[src/sv/bsss_pkg.sv]
package bsss_pkg;

   // Sizes of the block.
   localparam int MAX_PRIMS    = 64;
   localparam int BUCKET_COUNT = 12;
   localparam int MEDIAN_LIMIT = 2;
   localparam int COORD_BITS   = 32;

   localparam int IDX_W  = $clog2(MAX_PRIMS);
   localparam int CNT_W  = $clog2(MAX_PRIMS + 1);
   localparam int BKT_W  = $clog2(BUCKET_COUNT);
   localparam int QW     = $clog2(BUCKET_COUNT + 1);
   localparam int QSW    = (QW > 1) ? $clog2(QW) : 1;
   localparam int STEP_W = 4;
   localparam int CCW    = COORD_BITS + 1;
   localparam int DW     = COORD_BITS + 2;
   localparam int XW     = COORD_BITS + 1;
   localparam int NUMW   = XW + QW;
   localparam int PROD_W = 2 * COORD_BITS;
   localparam int AREA_W = PROD_W + 2;
   localparam int SCL_W  = AREA_W + CNT_W;
   localparam int COST_W = SCL_W + 1;
   localparam int MUL_STEPS = 7;

   // Split mode codes.
   localparam logic [2:0] MODE_SINGLE    = 3'd0;
   localparam logic [2:0] MODE_DEGEN     = 3'd1;
   localparam logic [2:0] MODE_MEDIAN    = 3'd2;
   localparam logic [2:0] MODE_SAH_SPLIT = 3'd3;
   localparam logic [2:0] MODE_SAH_LEAF  = 3'd4;

   localparam logic [1:0] AXIS_X = 2'd0;
   localparam logic [1:0] AXIS_Y = 2'd1;
   localparam logic [1:0] AXIS_Z = 2'd2;

   typedef struct packed {
      logic [2:0][COORD_BITS-1:0] lo;
      logic [2:0][COORD_BITS-1:0] hi;
   } box_type;

   typedef enum logic [3:0] {
      ST_LOAD, ST_DECIDE, ST_RD, ST_PREP, ST_DIV, ST_UPD, ST_SCAN_INIT,
      ST_ACC, ST_EXT, ST_MUL, ST_SCALE, ST_CMP, ST_EMIT
   } state_type;

   typedef enum logic [3:0] {
      OP_IDLE, OP_DECIDE, OP_RD, OP_PREP, OP_DIV, OP_UPD, OP_SCAN_INIT,
      OP_ACC, OP_EXT, OP_MUL, OP_SCALE, OP_CMP, OP_EMIT
   } op_type;

   typedef struct packed {
      op_type op;
      logic   accept;
   } cmd_type;

   typedef struct packed {
      logic last_xfer;
      logic need_bin;
      logic step_done;
      logic idx_last;
      logic split_last;
      logic out_free;
   } status_type;

endpackage

[src/sv/bsss_ctrl.sv]
module bsss_ctrl (
   input  logic                 clock,
   input  logic                 reset,
   input  bsss_pkg::status_type status,
   output bsss_pkg::cmd_type    cmd
);
   import bsss_pkg::*;

   state_type state_ff, state_in;

   // Next state.
   always_comb begin
      state_in = state_ff;
      case (state_ff)
         ST_LOAD:      if (status.last_xfer) state_in = ST_DECIDE;
         ST_DECIDE:    state_in = status.need_bin ? ST_RD : ST_EMIT;
         ST_RD:        state_in = ST_PREP;
         ST_PREP:      state_in = ST_DIV;
         ST_DIV:       if (status.step_done) state_in = ST_UPD;
         ST_UPD:       state_in = status.idx_last ? ST_SCAN_INIT : ST_RD;
         ST_SCAN_INIT: state_in = ST_ACC;
         ST_ACC:       if (status.step_done) state_in = ST_EXT;
         ST_EXT:       state_in = ST_MUL;
         ST_MUL:       if (status.step_done) state_in = ST_SCALE;
         ST_SCALE:     state_in = ST_CMP;
         ST_CMP:       state_in = status.split_last ? ST_EMIT : ST_SCAN_INIT;
         ST_EMIT:      if (status.out_free) state_in = ST_LOAD;
         default:      state_in = ST_LOAD;
      endcase
   end

   // Commands to the datapath.
   always_comb begin
      cmd.accept = 1'b0;
      cmd.op     = OP_IDLE;
      case (state_ff)
         ST_LOAD:      cmd.accept = 1'b1;
         ST_DECIDE:    cmd.op = OP_DECIDE;
         ST_RD:        cmd.op = OP_RD;
         ST_PREP:      cmd.op = OP_PREP;
         ST_DIV:       cmd.op = OP_DIV;
         ST_UPD:       cmd.op = OP_UPD;
         ST_SCAN_INIT: cmd.op = OP_SCAN_INIT;
         ST_ACC:       cmd.op = OP_ACC;
         ST_EXT:       cmd.op = OP_EXT;
         ST_MUL:       cmd.op = OP_MUL;
         ST_SCALE:     cmd.op = OP_SCALE;
         ST_CMP:       cmd.op = OP_CMP;
         ST_EMIT:      cmd.op = OP_EMIT;
         default:      cmd.op = OP_IDLE;
      endcase
   end

   always_ff @(posedge clock) begin
      if (reset) begin
         state_ff <= ST_LOAD;
      end else begin
         state_ff <= state_in;
      end
   end

endmodule

[config.mk]
export PLATFORM = sky130hd
export DESIGN_NAME = bsss_ctrl
export DESIGN_NICKNAME = d
export VERILOG_FILES = /design/src/sv/bsss_pkg.sv /design/src/sv/bsss_ctrl.sv
export SDC_FILE = /design/constraint.sdc
export NUM_CORES = 1
export LEC_CHECK = 0
export BUFFER_PORTS_ARGS = -buffer_cell sky130_fd_sc_hd__buf_4
export CORE_MARGIN = 2
export CORE_UTILIZATION = 28
export DETAILED_ROUTE_END_ITERATION = 6
export SETUP_SLACK_MARGIN = 0.1
export SLEW_MARGIN = 20
export SYNTH_ARGS = -nofsm -noshare
export SYNTH_HDL_FRONTEND = slang
export SYNTH_SLANG_ARGS = --single-unit
[constraint.sdc]
create_clock -name clock -period 1.7 [get_ports clock]
set_clock_uncertainty 0.2 [all_clocks]
set_input_delay 0.17 -clock clock [delete_from_list [all_inputs] [get_ports clock]]
set_output_delay 0.17 -clock clock [all_outputs]
set_load 0.01 [all_outputs]
# Word level (Yosys, flattened, before mapping)
# Cells that the tools add are included.
dict set report classes {
  n_reduce_logical 2
  eq_ne 17
  mux 11
}
# op n
set op_table {}
lappend op_table {{$pmux W4 S13} 1}
lappend op_table {{$pmux W4 S12} 1}
lappend op_table {{$mux W4} 7}
lappend op_table {{$eq A4 B4 Y1 const B} 5}
lappend op_table {{$eq A4 B3 Y1 const B} 4}
lappend op_table {{$ne A2 B2 Y1 const B} 5}
lappend op_table {{$eq A4 B2 Y1 const B} 2}
lappend op_table {{$reduce_and A5 Y1} 1}
lappend op_table {{$eq A4 B1 Y1 const B} 1}
lappend op_table {{$logic_not A4 Y1} 1}
lappend op_table {{$mux W3} 1}
lappend op_table {{$mux W1} 1}
dict set report totals {
  regBits 4
  output_inout_bits 5
  wordCells 31
  inputBits 8
}

# Logic depth before layout (Yosys ltp)
# Gate-level depths: netlist of the first run.
dict set report depth {
  ltp_word 3
  depth_mapped 5
}

# Worst setup path after synthesis of the first run
# OpenSTA, ideal clock, no wires.
dict set report synth_path {
  path_kind {register to register}
  from {register state_ff[1]}
  to {register state_ff[0]}
  path_stages_with_launch 6
  path_buffers 1
  setup_time_ps 116
  path_slack_ps 202
  arrival_ps 1183
  cell_sequence {dfxtp_1 > buf_6 > or2_4 > o21bai_4 > and2_4 > a31o_1}
}
dict set report synth_via {
  elab_chain_len 3
}
# item line
set synth_lines {}
lappend synth_lines {{start: declaration} bsss_ctrl.sv:9} ;# state_type state_ff, state_in;
lappend synth_lines {{start signal: assignment} bsss_ctrl.sv:58} ;# state_ff <= state_in;
lappend synth_lines {{$eq A4 B3 Y1 (tied with other cells)} bsss_ctrl.sv:14} ;# case (state_ff)
lappend synth_lines {{$ne A2 B2 Y1 (no line)} -}
lappend synth_lines {{$reduce_and A5 Y1 (no line)} -}
# Parallel ways exist; a longest one is shown, timed or not.
# A chain may end at the register's enable or synchronous reset.

==> metrics.yaml, run 1 <==
layout_common_cells: "buf_4 (14), a21oi_1 (5), nor2_1 (5)"
cp.arrival_ns: 1.17
fin_crit_ns: 1.54
first_global_vias: 403
vias: 439
postSynthNetCount: 60
yosys_register_bits: 4
grt_pass1_wl_um: 1630
crit_family: "flip-flops"
worst_setup_path_start_kind: "flop"
reg_top3: "state_ff x4"
die_w_um: 43.0
core_sq_um: 1470
track_usage: 0.118
gp_congestion: 0.739
p_per_area_nw_per_um2: 1580
synth_xor_area_frac: 0.0205
drc: 0
setup-tns-final_ns: 0
p_leak_uw: 0.000240
dp_hpwl_um: 771
via_per_inst: 5.23
min-delay-start: "status[4]"
synth_top_family_by_area: "simple AND/OR/NAND/NOR gates"
timing.slew.headroom: 0.767
maxCapViolCount: 0
largest_reg_flops: 4
drt.antenna.violating_nets: 0
drive_gt1_frac: 0.441
largest_register: "state_ff"
slowest_stage: "dfxtp_2"
wl_per_cell_um: 11.4
floorplan.initialDensity: 0.290
final_nets: 78
holdPathEnd: "state_ff[3]"
yosys.area_share.adder: 0
rows: 14
ff2ff_path_depth: 5
drt_wl_total_um: 960
cp_max_fo: 6
cts_buffer_depth: 2
grt_setup_unrepaired: "yes"
overflow: 0
final_core_util: 0.394
diodes: 0
yosysSeqAreaShare: 0.188
numClockSinks: 4
fp.dieH_um: 43.0
holdPathStages: 4
critPathRequiredTime_ns: 1.33
timing.fmax_ghz: 0.650
tightestPinTransition_ns: 0.349
max_stage_delay_ns: 0.35
finalHoldViolations: 0
syn_avg_cell_area_sq_um: 8.20
synth_mux_area_frac: 0
cp_common_cell: "buf_4"
antenna_found_initial: 0
hold_ws_ns: 0.196
synth-simple-area-share: 0.367
power_uw: 913
io_pins: 13
critPathBufInv: 2
clkTransAtPathRegs_ns: 0.04
yosysWarnings: 0
cts_max_level: 1
numCtsBuffers: 3
place_ws_ns: 0.141
worstSkewPairLatency_ns: 0.23
numPortBuffers: 12
synth-compound-area-share: 0.331
layout_setup_ws_ns: 0.161
drtIter0Drc: 10
syn2layout_area_growth_pct: 35.8
drt_first_pass_iters: 4
critPathCaptureType: "output port"
reg2reg_to: "state_ff[1]"
peakVddDrop_v: 0.000459
r2r_slack_ns: 0.19
cts_tree: "yes"
status: "finished clean"
slew_viol_final: 0
cts-root-buf: "clkbuf_4"
crit_type: "flop to output port"
ys_types: 30
die_area_sq_um: 1850
setup_violations: 0
synthesis.area_sq_um: 427
crit_chain: "buf_4 -> nor4_1 -> buf_4"
hold_path.class: "input port to flop"
r2r_start: "state_ff[2]"
grt_start_max_net_pins: 10
period_share: 0.905
layout_commonest_cell: "buf_4"
postSynthCellCount: 52
==> power breakdown <==
group / leakage (uW) / internal, uW / switching, uW / total [uW]
clock network: 0.0000138 / 78.9 / 37.7 / 117
logic: 0.000192 / 325 / 273 / 598
registers: 0.0000344 / 137 / 61.3 / 199
total: 0.000240 / 541 / 372 / 913
==> cells in the mapped netlist <==
cell	number	area, sq um
dfxtp_1	4	80.1
a31oi_1	1	6.26
nor3_1	1	5.00
nand2_1	2	7.51
xnor2_1	1	8.76
buf_6	2	22.5
nand3_1	2	10.0
a32oi_4	1	27.5
or2_4	1	8.76
o21bai_4	1	18.8
a211oi_1	1	7.51
nor3_2	1	10.0
a31o_1	1	8.76
a21oi_1	5	25.0
buf_2	2	10.0
a211oi_2	1	12.5
and2_4	1	8.76
nor2_1	5	18.8
or3_1	1	6.26
inv_1	2	7.51
nor2b_1	1	6.26
nor3b_1	3	22.5
nor4_1	1	6.26
and2_1	3	18.8
o21ai_0	1	5.00
nand2b_1	3	18.8
a21boi_0	1	7.51
a311oi_2	1	15.0
and3b_1	1	8.76
a21o_1	1	7.51
==> what timing repair did <==
action / 4_1_cts / 5_1_grt
cloned: 0 / 0
buffers inserted: 0 / 0
endpoints found under the hold margin: 2 / 0
setup endpoints to repair: 3 / 5
hold buffers: 1 / 0
gates resized for setup: 2 / 4
==> per-stage QoR <==
stage,cells,cell area (sq um)
after floorplan,52,427
after global placement,80,534
after detailed placement,80,534
after CTS,84,569
after global routing,84,579
final,84,579
==> worst reg2reg max path, delay by kind of cell (launching register included) <==
kind / cells / cell delay (ns)
buffers and inverters: 1 / 0.14
and+or+nand+nor: 2 / 0.40
AOI/OAI and AO/OA: 2 / 0.32
DFF: 1 / 0.34
==> routing by layer <==
layer  GRT usage  share of wire
met5           0              0
met4      0.0727              0
met3      0.0255          0.034
met2       0.191           0.51
met1       0.141           0.46
==> logic make-up (layout without fill, tap and decap cells) <==
group                  count (synthesis)  count (layout)
AND/OR/NAND/NOR                       26              26
buffers and inverters                  6              22
AO/OA/AOI/OAI                         15              15
flip-flops                             4               4
XOR/XNOR                               1               1
==> area by class of cell <==
| cell class | count | area [sq um] |
|---|---|---|
| Fill cell | 169 | 892 |
| Multi-Input combinational cell | 42 | 307 |
| Timing Repair Buffer | 17 | 138 |
| Inverter | 2 | 7.51 |
| Clock buffer | 3 | 22.5 |
| Sequential cell | 4 | 85.1 |
| Tap cell | 16 | 20.0 |
==> worst max path at each step <==
stage                     start           to  slack [ns]  cells after the start
detailed placement  state_ff[2]  state_ff[0]        0.14                      4
global placement    state_ff[2]  state_ff[1]        0.18                      5
floorplan           state_ff[1]  state_ff[0]        0.20                      5
CTS                 state_ff[1]       cmd[0]        0.10                      3
global route        state_ff[1]       cmd[4]        0.09                      3
finish              state_ff[1]       cmd[0]        0.16                      3
No activity file was read; power rests on OpenSTA's default activity.
==> inputs of run 2 (changes only) <==
--- a/config.mk
+++ b/config.mk
@@ -9,6 +9,7 @@
 export CORE_MARGIN = 2
 export CORE_UTILIZATION = 28
 export DETAILED_ROUTE_END_ITERATION = 6
+export REMOVE_ABC_BUFFERS = 1
 export SETUP_SLACK_MARGIN = 0.1
 export SLEW_MARGIN = 20
 export SYNTH_ARGS = -nofsm -noshare
==> run 2 against run 1 <==
  * Register-to-register slack got worse by 0.03 ns
  * Core utilization rose by 0.85 points
  * Fmax grew 0.25%
  * Global-route usage increased by 0.61 points
  * Final cell count unchanged
  * Highest routed layer unchanged
==> metrics.yaml, run 2 (synthesis results as in run 1) <==
r2r_start: "state_ff[2]"
place_inst: 80  # unchanged
fp.dieH_um: 43.0  # unchanged
startpoint: "state_ff[2]"
grt_setup_unrepaired: "yes"
drt_wl_total_um: 977  # +1.8%
drc: 0  # unchanged
worst_setup_path_start_kind: "flop"
crit_cells: 5  # +2
hold_path.class: "input port to flop"
fin_crit_ns: 1.54  # -0.00381 ns
timing.slew.headroom: 0.827  # +0.0600
largest_reg_flops: 4  # unchanged
finalHoldViolations: 0  # unchanged
clkTransAtPathRegs_ns: 0.04  # about the same
drt_first_pass_iters: 4  # unchanged
die_area_sq_um: 1850  # unchanged
layout_commonest_cell: "buf_4"
critPathRequiredTime_ns: 1.62  # +0.29 ns
setup-tns-final_ns: 0  # unchanged
setup_violations: 0  # unchanged
cts_setup_buffers: 0  # unchanged
antenna_found_initial: 0  # unchanged
largest_register: "state_ff"
place_ws_ns: 0.0873  # -0.0537 ns
die_w_um: 43.0  # unchanged
numClockSinks: 4  # unchanged
place_area_sq_um: 534  # unchanged
drtIter0Drc: 8  # -2
crit_chain: "buf_4 -> or3_1 -> a21oi_2 -> nor3_1 -> a21o_1"
crit_family: "simple AND/OR/NAND/NOR gates"
diodes: 0  # unchanged
timing.fmax_ghz: 0.651  # +0.25%
cts_max_level: 1  # unchanged
grt_pass1_wl_um: 1730  # +6.3%
io_pins: 13  # unchanged
first_global_vias: 417  # +3.5%
power_uw: 924  # +1.3%
tightestPinTransition_ns: 0.259  # -0.0908 ns
reg2reg_to: "state_ff[1]"
track_usage: 0.124  # +0.00609
final_cell_count_no_fill: 84  # unchanged
critPathCaptureType: "flop"
status: "finished clean"
drt.antenna.violating_nets: 0  # unchanged
syn2layout_area_growth_pct: 38.7
via_per_inst: 5.21  # -0.23%
slowest_stage: "dfxtp_4"
core_sq_um: 1470  # unchanged
p_per_area_nw_per_um2: 1560  # -0.88%
numPortBuffers: 12  # unchanged
max_stage_delay_ns: 0.36  # about the same
fillers: 164  # -3.0%
numCtsBuffers: 3  # unchanged
cts-root-buf: "clkbuf_4"
overflow: 0  # unchanged
floorplan.initialDensity: 0.290  # unchanged
r2r_slack_ns: 0.16  # -0.03 ns
wl_per_cell_um: 11.6  # +1.8%
critPathBufInv: 1  # -1
vias: 438  # -0.23%
worstSetupEndpoint: "state_ff[1]"
final_nets: 78  # unchanged
cp.arrival_ns: 1.45  # +0.28 ns
rows: 14  # unchanged
p_leak_uw: 0.000243  # +1.0%
worstSkewPairLatency_ns: 0.23  # about the same
cts_buffer_depth: 2  # unchanged
grt_start_max_net_pins: 11  # +1
cp_max_fo: 7  # +1
peakVddDrop_v: 0.000642  # +40%
layout_common_cells: "buf_4 (16), nor2_1 (5)"
slew_viol_final: 0  # unchanged
maxCapViolCount: 0  # unchanged
crit_type: "flop to flop"
dp_hpwl_um: 741  # -3.9%
drive_gt1_frac: 0.500  # +0.0588
ff2ff_path_depth: 5  # unchanged
design_area_sq_um: 592  # +2.2%
layout_setup_ws_ns: 0.165  # +0.00381 ns
gp_congestion: 0.858  # +16%
reg_top3: "state_ff x4"
cts_tree: "yes"
period_share: 0.903  # -0.00224
## run 2: how the worst min path moves through the flow
stage / startpoint / to / slack (ns) / depth (start not counted)
2_1_floorplan: reset / state_ff[2] / 0.03 / 1
5_1_grt: status[1] / state_ff[1] / 0.24 / 5
6_report: status[4] / state_ff[3] / 0.22 / 4
4_1_cts: status[4] / state_ff[3] / 0.21 / 4
3_3_place_gp: reset / state_ff[2] / 0.18 / 2
3_5_place_dp: reset / state_ff[2] / 0.19 / 2
## run 2: area by class of cell
type,count,area [sq um],area share
Clock buffer,3,22.5,0.0381
Timing Repair Buffer,17,130,0.220
Multi-Input combinational cell,42,322,0.543
Inverter,2,7.51,0.0127
Sequential cell,4,90.1,0.152
Tap cell,16,20.0,0.0338
## run 2: per-layer routing
| metal | vias up | GRT usage | wire length [um] | share of wire |
|---|---|---|---|---|
| met3 | 0 | 0.0681 | 62 | 0.063 |
| li1 | 220 | - | - | - |
| met5 | - | 0 | 0 | 0 |
| met1 | 200 | 0.144 | 429 | 0.44 |
| met2 | 18 | 0.206 | 485 | 0.50 |
| met4 | 0 | 0.0182 | 0 | 0 |
## run 2: timing repair
item                                    4_1_cts  5_1_grt
gates resized for setup                       4        7
hold endpoints to repair                      2        0
pin swaps                                     0        1
hold buffers                                  1        0
endpoints found under the setup margin        4        8
## run 2: per-stage QoR
| step | util | hold slack [ns] |
|---|---|---|
| after global placement | 0.363 | 0.184 |
| after CTS | 0.389 | 0.213 |
| after global routing | 0.402 | 0.242 |
| after detailed placement | 0.363 | 0.188 |
| final | 0.402 | 0.217 |
| after floorplan | - | 0.0346 |
## run 2: worst register-to-register path, stage by stage, from the launching register on
cell and delay, ns:
dfxtp_4 0.36, buf_4 0.15, or3_1 0.36, a21oi_2 0.14
nor3_1 0.05, a21o_1 0.16
## run 2: power by group
group	leakage (uW)	internal (uW)	switching (uW)	total (uW)
clock	0.0000138	78.8	36.7	116
sequential	0.0000350	143	80.8	223
combinational	0.000194	321	265	586
total	0.000243	542	382	924
==> inputs of run 3 (changes only) <==
==> constraint.sdc (replaced) <==
create_clock -name clock -period 1.7 [get_ports clock]
set_clock_uncertainty 0.2 [all_clocks]
set_input_delay 0.17 -clock clock [delete_from_list [all_inputs] [get_ports clock]]
set_output_delay 0.17 -clock clock [all_outputs]
set_load 0.1 [all_outputs]
==> run 3 against run 2 <==
  * Fmax down 5.4%
  * Power is 62% higher
  * Final area grew 15%
  * Critical path type is now flop to output port
  * Largest power group unchanged
==> metrics.yaml, run 3 (synthesis results as in run 1) <==
status: "finished clean"
final_nets: 78  # unchanged
die_w_um: 43.0  # unchanged
drt_wl_total_um: 1110  # +14%
worst_setup_path_start_kind: "flop"
overflow: 0  # unchanged
worstSkewPairLatency_ns: 0.25  # +0.02 ns
cp.arrival_ns: 1.25  # -0.20 ns
critPathCaptureType: "output port"
drc: 0  # unchanged
peakVddDrop_v: 0.00111  # +73%
wl_per_cell_um: 13.3  # +14%
place_area_sq_um: 527  # -1.4%
final_cell_count_no_fill: 84  # unchanged
grt_start_max_net_pins: 12  # +1
cts_buffer_depth: 2  # unchanged
fin_crit_ns: 1.62  # +0.0877 ns
die_area_sq_um: 1850  # unchanged
maxCapViolCount: 0  # unchanged
finalHoldViolations: 0  # unchanged
cts_max_level: 1  # unchanged
slew_viol_final: 0  # unchanged
final_core_util: 0.461  # +0.0587
clkTransAtPathRegs_ns: 0.04  # about the same
cts_tree: "yes"
crit_family: "flip-flops"
p_per_area_nw_per_um2: 2210  # +41%
drt.antenna.violating_nets: 0  # unchanged
fp.dieH_um: 43.0  # unchanged
reg_top3: "state_ff x4"
largest_reg_flops: 4  # unchanged
drt_first_pass_iters: 4  # unchanged
place_ws_ns: 0.0799  # -0.00744 ns
slowest_stage: "dfxtp_2"
antenna_found_initial: 0  # unchanged
design_area_sq_um: 678  # +15%
critPathBufInv: 1  # unchanged
timing.slew.headroom: 0.782  # -0.0442
drive_gt1_frac: 0.529  # +0.0294
place_inst: 79  # -1.3%
numPortBuffers: 12  # unchanged
setup_violations: 0  # unchanged
crit_type: "flop to output port"
core_sq_um: 1470  # unchanged
critPathRequiredTime_ns: 1.33  # -0.29 ns
dp_hpwl_um: 711  # -4.1%
layout_commonest_cell: "buf_4"
largest_register: "state_ff"
layout_setup_ws_ns: 0.0771  # -0.0877 ns
setup-tns-final_ns: 0  # unchanged
drtIter0Drc: 5  # -3
syn2layout_area_growth_pct: 58.9
max_stage_delay_ns: 0.38  # +0.02 ns
track_usage: 0.140  # +0.0157
floorplan.initialDensity: 0.290  # unchanged
cts-root-buf: "clkbuf_4"
diodes: 0  # unchanged
numClockSinks: 4  # unchanged
p_leak_uw: 0.000267  # +9.9%
period_share: 0.955  # +0.0516
timing.fmax_ghz: 0.616  # -5.4%
tightestPinTransition_ns: 0.324  # +0.0659 ns
numCtsBuffers: 3  # unchanged
layout_common_cells: "buf_4 (11), nor2_1 (5), buf_12 (5)"
rows: 14  # unchanged
io_pins: 13  # unchanged
grt_setup_unrepaired: "yes"
via_per_inst: 5.37  # +3.0%
gp_congestion: 0.754  # -12%
crit_chain: "nor4_1 -> buf_4"
cp_max_fo: 11  # +4
grt_pass1_wl_um: 1900  # +9.6%
hold_path.class: "input port to flop"
vias: 451  # +3.0%
first_global_vias: 470  # +13%
[run 3: cell count changes in the layout (fill, tap and decap cells not counted), moves of 2 or more]
cell    before  now
and2_4       1    3
buf_12       0    5
and2_1       3    1
buf_4       16   11
[run 3: layer usage]
layer / track usage / vias up / wire length [um]
li1: - / 218 / -
met1: 0.151 / 208 / 461
met2: 0.230 / 18 / 522
met3: 0.0213 / 7 / 63
met4: 0.127 / 0 / 66
met5: 0 / - / 0
[run 3: final cells by class]
type | instances | area (sq um)
repair buffers | 17 | 193
clock buffers | 3 | 22.5
flip-flops and latches | 4 | 92.6
fillers | 147 | 793
well taps | 16 | 20.0
inverters | 2 | 7.51
multi-input cells | 42 | 343
[run 3: path summary, 6_finish.rpt]
path	cells after the start	end	slack, ns	start
setup / recovery	2	cmd[0]	0.08	state_ff[3]
hold / removal	4	state_ff[3]	0.18	status[4]
hold reg to reg	2	state_ff[0]	0.44	state_ff[0]
setup reg to reg	5	state_ff[3]	0.13	state_ff[0]
[run 3: through the flow]
step | hold WS, ns | power [uW]
6_report | 0.180 | 1500
5_1_grt | 0.219 | 1560
4_1_cts | 0.194 | 1440
3_5_place_dp | 0.186 | 1120
3_3_place_gp | 0.184 | 1120
2_1_floorplan | 0.0346 | 861
[run 3: what timing repair did]
item	CTS	global route
endpoints found under the hold margin	2	0
pin swaps	3	2
hold buffers	1	0
gates resized for setup	23	5
gates cloned	0	0
endpoints found under the setup margin	7	9
setup buffers	1	0
[run 3: power by group]
part           switching (uW)  internal, uW  total (uW)
Clock                    47.2          79.5         127
Sequential               83.4           146         229
Combinational             677           463        1140
[run 3: worst register-to-register path, stage by stage (launching register included)]
cell and delay, ns:
dfxtp_4 0.37, buf_12 0.13, and2_1 0.17, a32oi_4 0.25
a21oi_1 0.13, a311oi_2 0.23
